--- config.mk ---
export PLATFORM = sky130hd
export DESIGN_NAME = fsk_morse_symbol_keyer
export DESIGN_NICKNAME = d
export VERILOG_FILES = /design/src/sv/fmk_pkg.sv /design/src/sv/fsk_morse_symbol_keyer.sv /design/src/sv/fmk_cfg_regs.sv /design/src/sv/fmk_engine.sv
export SDC_FILE = /design/constraint.sdc
export NUM_CORES = 1
export LEC_CHECK = 0
export BUFFER_PORTS_ARGS = -buffer_cell sky130_fd_sc_hd__buf_2
export CAP_MARGIN = 20
export CORE_AREA = 8 8 198 295
export DETAILED_ROUTE_END_ITERATION = 7
export DIE_AREA = 0 0 206 303
export PLACE_DENSITY_LB_ADDON = 0.05
export SYNTH_ARGS = -nofsm -noshare
export SYNTH_HDL_FRONTEND = slang
export SYNTH_SLANG_ARGS = --single-unit
--- constraint.sdc ---
create_clock -name clk -period 11 [get_ports clk]
set_input_delay 2.2 -clock clk [delete_from_list [all_inputs] [get_ports clk]]
set_output_delay 2.2 -clock clk [all_outputs]
set_load 0.05 [all_outputs]
--- src/sv/fmk_pkg.sv ---
// Shared types, codes and the sequencing step function of the Morse FSK keyer.
package fmk_pkg;

	// Item function codes.
	localparam logic [1:0] FUNC_TICK  = 2'd0;
	localparam logic [1:0] FUNC_START = 2'd1;
	localparam logic [1:0] FUNC_KEY   = 2'd2;

	// Symbol codes.
	localparam logic [1:0] SYM_DOT  = 2'd0;
	localparam logic [1:0] SYM_DASH = 2'd1;
	localparam logic [1:0] SYM_PRE  = 2'd2;

	// Sequencer phase codes.
	localparam logic [2:0] PH_IDLE    = 3'd0;
	localparam logic [2:0] PH_RAMP_UP = 3'd1;
	localparam logic [2:0] PH_HOLD    = 3'd2;
	localparam logic [2:0] PH_RAMP_DN = 3'd3;
	localparam logic [2:0] PH_GAP     = 3'd4;
	localparam logic [2:0] PH_PRE_GAP = 3'd5;

	// Register bus geometry and register indexes.
	localparam int          APB_AW       = 5;
	localparam logic [2:0] REG_HIGH      = 3'd0;
	localparam logic [2:0] REG_LOW       = 3'd1;
	localparam logic [2:0] REG_RAMP_UP   = 3'd2;
	localparam logic [2:0] REG_RAMP_DN   = 3'd3;
	localparam logic [2:0] REG_DOT_HOLD  = 3'd4;
	localparam logic [2:0] REG_DASH_HOLD = 3'd5;
	localparam logic [2:0] REG_GAP       = 3'd6;

	// Register reset values.
	localparam logic [7:0]  HIGH_RESET      = 8'd200;
	localparam logic [7:0]  LOW_RESET       = 8'd100;
	localparam logic [15:0] RAMP_UP_RESET   = 16'd50;
	localparam logic [15:0] RAMP_DN_RESET   = 16'd0;
	localparam logic [15:0] DOT_HOLD_RESET  = 16'd3000;
	localparam logic [15:0] DASH_HOLD_RESET = 16'd6000;
	localparam logic [15:0] GAP_RESET       = 16'd3000;

	// Duty level after reset.
	localparam logic [7:0] DUTY_RESET = 8'd128;

	// Number of zero-time sequencing steps one item may need.
	localparam int ADV_STEPS = 4;

	typedef struct packed {
		logic [1:0] func;
		logic [1:0] symbol;
		logic       key_level;
	} fmk_item_t;

	typedef struct packed {
		logic [7:0] duty;
		logic       key_on;
		logic       busy_res;
		logic       rejected;
	} fmk_result_t;

	typedef struct packed {
		logic [7:0]  high_level;
		logic [7:0]  low_level;
		logic [15:0] ramp_up_ticks;
		logic [15:0] ramp_down_ticks;
		logic [15:0] dot_hold_ticks;
		logic [15:0] dash_hold_ticks;
		logic [15:0] gap_ticks;
	} fmk_cfg_t;

	typedef struct packed {
		logic [2:0]  phase;
		logic [7:0]  duty_level;
		logic [15:0] wait_count;
		logic        key_state;
		logic        is_dash;
	} fmk_state_t;

	// One zero-time action of the sequencer; leaves the state alone while a wait
	// is pending or the keyer is idle.
	function automatic fmk_state_t fmk_adv_step(fmk_state_t s, fmk_cfg_t c);
		fmk_state_t r;
		r = s;
		if (s.wait_count == 16'd0 && s.phase != PH_IDLE) begin
			unique case (s.phase)
				PH_RAMP_UP: begin
					if (s.duty_level == c.high_level || c.ramp_up_ticks == 16'd0) begin
						r.duty_level = c.high_level;
						r.phase      = PH_HOLD;
						r.wait_count = s.is_dash ? c.dash_hold_ticks : c.dot_hold_ticks;
					end else begin
						r.duty_level = (s.duty_level < c.high_level) ?
							s.duty_level + 8'd1 : s.duty_level - 8'd1;
						r.wait_count = c.ramp_up_ticks;
					end
				end
				PH_HOLD: begin
					r.key_state = 1'b0;
					r.phase     = PH_RAMP_DN;
				end
				PH_RAMP_DN: begin
					if (s.duty_level == c.low_level || c.ramp_down_ticks == 16'd0) begin
						r.duty_level = c.low_level;
						r.phase      = PH_GAP;
						r.wait_count = c.gap_ticks;
					end else begin
						r.duty_level = (s.duty_level < c.low_level) ?
							s.duty_level + 8'd1 : s.duty_level - 8'd1;
						r.wait_count = c.ramp_down_ticks;
					end
				end
				PH_GAP: begin
					r.key_state = 1'b1;
					r.phase     = PH_IDLE;
				end
				default: begin
					r.phase = PH_IDLE;
				end
			endcase
		end
		return r;
	endfunction

endpackage

--- src/sv/fsk_morse_symbol_keyer.sv ---
// Top level of the slow Morse FSK keyer: item register, engine and result register.
// The keyer takes one item per clock cycle when the result side keeps up; a
// transferred item waits in the item register, and its result goes to the result
// register when the engine processes it. The single pass through the sequencing
// logic of the engine applies a tick or command together with all of its
// zero-time actions (up to four). Timers advance only on tick items, never on
// clock cycles. The user must write registers through the APB-style port only
// while the keyer is quiet; the keyer itself does not enforce this.
module fsk_morse_symbol_keyer (
	input  logic                       clk,
	input  logic                       arst_n,
	input  logic                       item_valid,
	output logic                       item_stall,
	input  fmk_pkg::fmk_item_t         item,
	output logic                       result_valid,
	input  logic                       result_stall,
	output fmk_pkg::fmk_result_t       result,
	input  logic                       psel,
	input  logic                       penable,
	input  logic                       pwrite,
	input  logic [fmk_pkg::APB_AW-1:0] paddr,
	input  logic [31:0]                pwdata,
	output logic [31:0]                prdata,
	output logic                       pready
);

	fmk_pkg::fmk_cfg_t    cfg;
	fmk_pkg::fmk_item_t   item_s1;
	logic                 valid_s1;
	fmk_pkg::fmk_result_t res;
	fmk_pkg::fmk_result_t result_s2;
	logic                 valid_s2;
	logic                 go;
	logic                 load;

	// Stage one moves on when the result register is empty or being taken.
	assign go         = valid_s1 && (!valid_s2 || !result_stall);
	assign item_stall = valid_s1 && !go;
	assign load       = item_valid && !item_stall;

	fmk_cfg_regs u_cfg (
		.clk     (clk),
		.arst_n  (arst_n),
		.psel    (psel),
		.penable (penable),
		.pwrite  (pwrite),
		.paddr   (paddr),
		.pwdata  (pwdata),
		.prdata  (prdata),
		.pready  (pready),
		.cfg     (cfg)
	);

	fmk_engine u_engine (
		.clk    (clk),
		.arst_n (arst_n),
		.go     (go),
		.item   (item_s1),
		.cfg    (cfg),
		.res    (res)
	);

	// Item register.
	always_ff @(posedge clk or negedge arst_n) begin
		if (!arst_n) begin
			valid_s1 <= 1'b0;
		end else if (load) begin
			valid_s1 <= 1'b1;
		end else if (go) begin
			valid_s1 <= 1'b0;
		end
	end

	always_ff @(posedge clk) begin
		if (load) begin
			item_s1 <= item;
		end
	end

	// Result register.
	always_ff @(posedge clk or negedge arst_n) begin
		if (!arst_n) begin
			valid_s2 <= 1'b0;
		end else if (go) begin
			valid_s2 <= 1'b1;
		end else if (!result_stall) begin
			valid_s2 <= 1'b0;
		end
	end

	always_ff @(posedge clk) begin
		if (go) begin
			result_s2 <= res;
		end
	end

	assign result_valid = valid_s2;
	assign result       = result_s2;

endmodule

--- src/sv/fmk_cfg_regs.sv ---
// Register file of the keyer behind its APB-style configuration port.
module fmk_cfg_regs (
	input  logic                       clk,
	input  logic                       arst_n,
	input  logic                       psel,
	input  logic                       penable,
	input  logic                       pwrite,
	input  logic [fmk_pkg::APB_AW-1:0] paddr,
	input  logic [31:0]                pwdata,
	output logic [31:0]                prdata,
	output logic                       pready,
	output fmk_pkg::fmk_cfg_t          cfg
);

	fmk_pkg::fmk_cfg_t cfg_q;
	logic [2:0]        reg_idx;
	logic              wr_en;

	// Word index from the byte address; the access phase completes a write.
	assign reg_idx = paddr[fmk_pkg::APB_AW-1:2];
	assign wr_en   = psel && penable && pwrite;
	assign pready  = 1'b1;
	assign cfg     = cfg_q;

	// Register writes.
	always_ff @(posedge clk or negedge arst_n) begin
		if (!arst_n) begin
			cfg_q.high_level      <= fmk_pkg::HIGH_RESET;
			cfg_q.low_level       <= fmk_pkg::LOW_RESET;
			cfg_q.ramp_up_ticks   <= fmk_pkg::RAMP_UP_RESET;
			cfg_q.ramp_down_ticks <= fmk_pkg::RAMP_DN_RESET;
			cfg_q.dot_hold_ticks  <= fmk_pkg::DOT_HOLD_RESET;
			cfg_q.dash_hold_ticks <= fmk_pkg::DASH_HOLD_RESET;
			cfg_q.gap_ticks       <= fmk_pkg::GAP_RESET;
		end else if (wr_en) begin
			unique case (reg_idx)
				fmk_pkg::REG_HIGH:      cfg_q.high_level      <= pwdata[7:0];
				fmk_pkg::REG_LOW:       cfg_q.low_level       <= pwdata[7:0];
				fmk_pkg::REG_RAMP_UP:   cfg_q.ramp_up_ticks   <= pwdata[15:0];
				fmk_pkg::REG_RAMP_DN:   cfg_q.ramp_down_ticks <= pwdata[15:0];
				fmk_pkg::REG_DOT_HOLD:  cfg_q.dot_hold_ticks  <= pwdata[15:0];
				fmk_pkg::REG_DASH_HOLD: cfg_q.dash_hold_ticks <= pwdata[15:0];
				fmk_pkg::REG_GAP:       cfg_q.gap_ticks       <= pwdata[15:0];
				default: ;
			endcase
		end
	end

	// Read-back multiplexer.
	always_comb begin
		unique case (reg_idx)
			fmk_pkg::REG_HIGH:      prdata = {24'd0, cfg_q.high_level};
			fmk_pkg::REG_LOW:       prdata = {24'd0, cfg_q.low_level};
			fmk_pkg::REG_RAMP_UP:   prdata = {16'd0, cfg_q.ramp_up_ticks};
			fmk_pkg::REG_RAMP_DN:   prdata = {16'd0, cfg_q.ramp_down_ticks};
			fmk_pkg::REG_DOT_HOLD:  prdata = {16'd0, cfg_q.dot_hold_ticks};
			fmk_pkg::REG_DASH_HOLD: prdata = {16'd0, cfg_q.dash_hold_ticks};
			fmk_pkg::REG_GAP:       prdata = {16'd0, cfg_q.gap_ticks};
			default:                prdata = 32'd0;
		endcase
	end

endmodule

--- src/sv/fmk_engine.sv ---
// Keyer state and the single-pass logic that applies one item to it.
module fmk_engine (
	input  logic                  clk,
	input  logic                  arst_n,
	input  logic                  go,
	input  fmk_pkg::fmk_item_t    item,
	input  fmk_pkg::fmk_cfg_t     cfg,
	output fmk_pkg::fmk_result_t  res
);

	fmk_pkg::fmk_state_t state_q;
	fmk_pkg::fmk_state_t cmd_st;
	fmk_pkg::fmk_state_t adv_st [fmk_pkg::ADV_STEPS+1];
	logic                busy;
	logic                rej;

	assign busy = (state_q.phase != fmk_pkg::PH_IDLE);

	// Apply the command or tick itself.
	always_comb begin
		cmd_st = state_q;
		rej    = 1'b0;
		case (item.func)
			fmk_pkg::FUNC_TICK: begin
				if (busy && state_q.wait_count != 16'd0) begin
					cmd_st.wait_count = state_q.wait_count - 16'd1;
				end
			end
			fmk_pkg::FUNC_START: begin
				if (busy) begin
					rej = 1'b1;
				end else if (item.symbol == fmk_pkg::SYM_DOT ||
					item.symbol == fmk_pkg::SYM_DASH) begin
					cmd_st.is_dash    = (item.symbol == fmk_pkg::SYM_DASH);
					cmd_st.phase      = fmk_pkg::PH_RAMP_UP;
					cmd_st.wait_count = 16'd0;
				end else if (item.symbol == fmk_pkg::SYM_PRE) begin
					cmd_st.duty_level = cfg.low_level;
					cmd_st.phase      = fmk_pkg::PH_PRE_GAP;
					cmd_st.wait_count = cfg.gap_ticks;
				end
			end
			fmk_pkg::FUNC_KEY: begin
				if (busy) begin
					rej = 1'b1;
				end else begin
					cmd_st.key_state = item.key_level;
				end
			end
			default: ;
		endcase
	end

	// Chain of zero-time sequencing actions; each is a no-op once a wait is
	// pending or the keyer has gone idle.
	always_comb begin
		adv_st[0] = cmd_st;
		for (int k = 0; k < fmk_pkg::ADV_STEPS; k++) begin
			adv_st[k+1] = fmk_pkg::fmk_adv_step(adv_st[k], cfg);
		end
	end

	// State update once per transferred item.
	always_ff @(posedge clk or negedge arst_n) begin
		if (!arst_n) begin
			state_q.phase      <= fmk_pkg::PH_IDLE;
			state_q.duty_level <= fmk_pkg::DUTY_RESET;
			state_q.wait_count <= 16'd0;
			state_q.key_state  <= 1'b0;
			state_q.is_dash    <= 1'b0;
		end else if (go) begin
			state_q <= adv_st[fmk_pkg::ADV_STEPS];
		end
	end

	// Result fields follow the state after the item.
	assign res.duty     = adv_st[fmk_pkg::ADV_STEPS].duty_level;
	assign res.key_on   = adv_st[fmk_pkg::ADV_STEPS].key_state;
	assign res.busy_res = (adv_st[fmk_pkg::ADV_STEPS].phase != fmk_pkg::PH_IDLE);
	assign res.rejected = rej;

	// A busy keyer always has a wait pending; an idle one never does.
	a_busy_wait: assert property (@(posedge clk) disable iff (!arst_n)
		(state_q.phase == fmk_pkg::PH_IDLE) == (state_q.wait_count == 16'd0))
		else $error("busy state and pending wait disagree");

	// The state moves only when an item is processed.
	a_hold_state: assert property (@(posedge clk) disable iff (!arst_n)
		!go |=> $stable(state_q))
		else $error("keyer state changed without an item");

	// A rejected command leaves the keyer busy.
	a_rej_busy: assert property (@(posedge clk) disable iff (!arst_n)
		go && res.rejected |-> res.busy_res)
		else $error("rejected command reported while idle");

endmodule

==> qor.csv <==
metric;value;unit
final-seq-area;3700;um2
post-route-cell-area;15300;um2
cp_max_fo;19;
grt_pass1_wl;93900;um
wl;64000;um
yosys_warnings;0;
hold_violations;0;
cts.repair.resized;0;
dieArea;62400;um2
synthArstFlopShare;88.8;%
avgSynthCellArea;8.72;um2
initial_core_util;24.7;%
nNetsFinal;1690;
slew_violations;0;
worstPathRequired;11.20;ns
synth_cells;1535;
critPathLaunch;item_s1[4];
grt_use_met3;2.56;%
setup_violations;0;
first_pass_iters;5;
syn_area;13400;um2
timing.fmax;99.3;MHz
ios;95;
synth_ff_type;dfrtp_1;
timing.final.crit_share;91.5;%
power_density;230;nW/um2
hold_path_startpoint;u_engine.state_q[25];
maxCapViolCount;0;
cts_tree;built;
cpPeakStageDelay;0.58;ns
hold-worst-slack;0.493;ns
ys_seq_area_share;27.6;%
cts.sinks;143;
fin_setup_tns;0;ns
ant_nets;0;
grt_pass1_vias;13017;
rsz0062_at_grt;no;
worstMarginPinSlew;1.02;ns
slew_headroom;32.3;%
final_cells;2290;
ctsHoldBuffers;0;
post_cts_buffers;0;
wl_per_cell;27.9;um
hp-class;reg -> reg;
status;finished, final reports clean;
clk_latency;0.47;ns
clock_skew;0.0126;ns
synth-edff-count;16;
clockRootBuffer;clkbuf_16;
grt_max_degree;68;
grt_util_all_layers;20.5;%
drc;0;
diodes;0;
drt-initial-drc-count;783;
place.gp.congestion;0.913;
placed_cell_area;14600;um2
endpoint_kind;flop;
coreArea;54100;um2
clockBufferDepth;2;
fp.dieW;206;um
place_inst;2258;
vias_per_cell;5.59;
die_h;303;um
path_clk_slew;0.07;ns
num_vias;12810;
met1_usage;24.1;%
portBuffers;59;
synth_seq_cells;143;
multi_input_area;9010;um2
total_power;3.50;mW
fillers;5882;
cp.arrival;10.27;ns
worstSetupPathType;reg -> reg;
antenna_found_initial;0;
grt_overflow;0;
cp-start-kind;flop;
dp_hpwl;50300;um
synth_cell_types;114;
ir_worst_vdd;0.119;mV
r2r-start;item_s1[4];
p_leak;6.21;nW
grt_use_met2;37.6;%
htreeDepth;4;
grt-busiest-layer;met2;
crit_slowest_cell;nor4b_4;
syn2layout_area_growth;14.0;%
placementRows;105;
fin_crit;10.07;ns
cts_buffers;17;
drive_gt1_share;23.3;%
-- sequential cells by signal (all words and copies together) (netlist names) --
signal            flops
valid_s1              1
u_cfg.cfg            96
result_valid          1
result               11
u_engine.state_q     29
item_s1               5
-- final timing paths --
kind / to / slack [ns] / cells after the start
worst max-delay path: result[1] / 0.93 / 42
worst min-delay path: u_engine.state_q[25] / 0.49 / 2
worst max register to register: result[1] / 0.93 / 42
worst min register to register: u_engine.state_q[25] / 0.49 / 2
max in group asynchronous: u_cfg.cfg[79] / 7.87 / 2
min in group asynchronous: u_cfg.cfg[10] / 1.75 / 1
-- cells in the final DEF (no fill, tap or decap), types with 14 or more instances in the layout --
master / instances
mux2i_1: 81
nand2_1: 142
inv_1: 43
a211oi_1: 15
nor2b_1: 20
nand2b_1: 26
clkbuf_16: 19
o21ai_0: 113
and2_1: 17
a21oi_1: 58
o22ai_1: 30
nand4_1: 25
nand3_1: 29
o22a_1: 20
o21a_1: 15
nor4_1: 20
o221ai_1: 15
a22oi_1: 14
mux2_2: 108
nor3_1: 29
dfrtp_1: 96
buf_4: 72
ha_1: 58
dfstp_2: 31
conb_1: 17
a31oi_1: 18
buf_2: 58
edfxtp_1: 16
nor2_1: 102
o211ai_1: 16
a221oi_1: 18
-- stage by stage --
stage / util [%] / setup slack [ns]
after global placement: 27.0 / 0.923
after floorplan: - / 1.96
final: 28.2 / 0.931
after global routing: 28.2 / 0.494
after CTS: 28.2 / 1.01
after detailed placement: 27.0 / 1.09
-- cells in the mapped netlist (7+ instances only) --
master / instances / area [um2]
inv_1: 43 / 161
o31ai_1: 8 / 60.1
and2_1: 17 / 106
nand3_1: 29 / 145
o221ai_1: 15 / 131
nor2_1: 102 / 383
dfstp_2: 31 / 815
nand2_1: 142 / 533
a31oi_1: 18 / 113
or2_2: 7 / 43.8
nor3_1: 30 / 150
or3_1: 10 / 62.6
ha_1: 58 / 726
clkbuf_1: 73 / 274
nand2b_1: 26 / 163
nor4_1: 20 / 125
a22oi_1: 14 / 105
a22o_1: 12 / 105
nor2b_1: 20 / 125
dfrtp_1: 96 / 2400
xnor2_1: 11 / 96.3
o22ai_1: 30 / 188
nand4_1: 25 / 156
o211ai_1: 16 / 120
o21ai_0: 115 / 576
a211oi_1: 15 / 113
a21oi_1: 58 / 290
a21o_1: 13 / 97.6
a221oi_1: 18 / 158
buf_4: 20 / 150
a221o_1: 9 / 90.1
edfxtp_1: 16 / 480
o22a_1: 20 / 175
buf_2: 16 / 80.1
mux2i_1: 81 / 811
mux2_2: 108 / 1220
o21a_1: 15 / 113
-- cells by family (layout without fill, tap and decap cells) --
| logic type | after synthesis | count (layout) | share of synthesized area (%) |
|---|---|---|---|
| and+or+nand+nor | 493 | 493 | 19.6 |
| AOI/OAI and AO/OA | 465 | 465 | 24.6 |
| muxes | 196 | 196 | 16.2 |
| buffers and inverters | 165 | 210 | 5.63 |
| DFF | 143 | 143 | 27.6 |
| adders and majority gates | 58 | 58 | 5.42 |
| xor gates and xnor gates | 13 | 13 | 0.851 |
| other | 2 | 17 | 0.0561 |
-- worst max-delay path: cells and delay by family, from the launching register on --
| family | cells | cell delay (ns) |
|---|---|---|
| AOI/OAI and AO/OA | 16 | 3.15 |
| adders and majority gates | 4 | 1.15 |
| buffers and inverters | 8 | 1.32 |
| DFF | 1 | 0.42 |
| muxes | 2 | 0.58 |
| and+or+nand+nor | 12 | 3.16 |
-- area by class of cell --
class	instances	share of cell area, %
clock buffer	22	3.32
clock inverter	9	0.771
inverter	46	1.14
multi-input combinational	1242	59.0
sequential	143	24.2
tap	695	5.70
timing repair buffer	133	5.78
-- power by group --
part	internal (mW)	total, mW	switching [mW]
Sequential	0.681	0.924	0.243
Combinational	0.730	1.93	1.20
Clock	0.375	0.643	0.268
Total	1.79	3.50	1.72
-- metal layers --
metal,part of all wire [%],routed length [um]
met5,0,0
met4,3.3,2090
met3,3.3,2100
met2,52,33500
met1,41,26300
(Power assumes the default switching activity.)
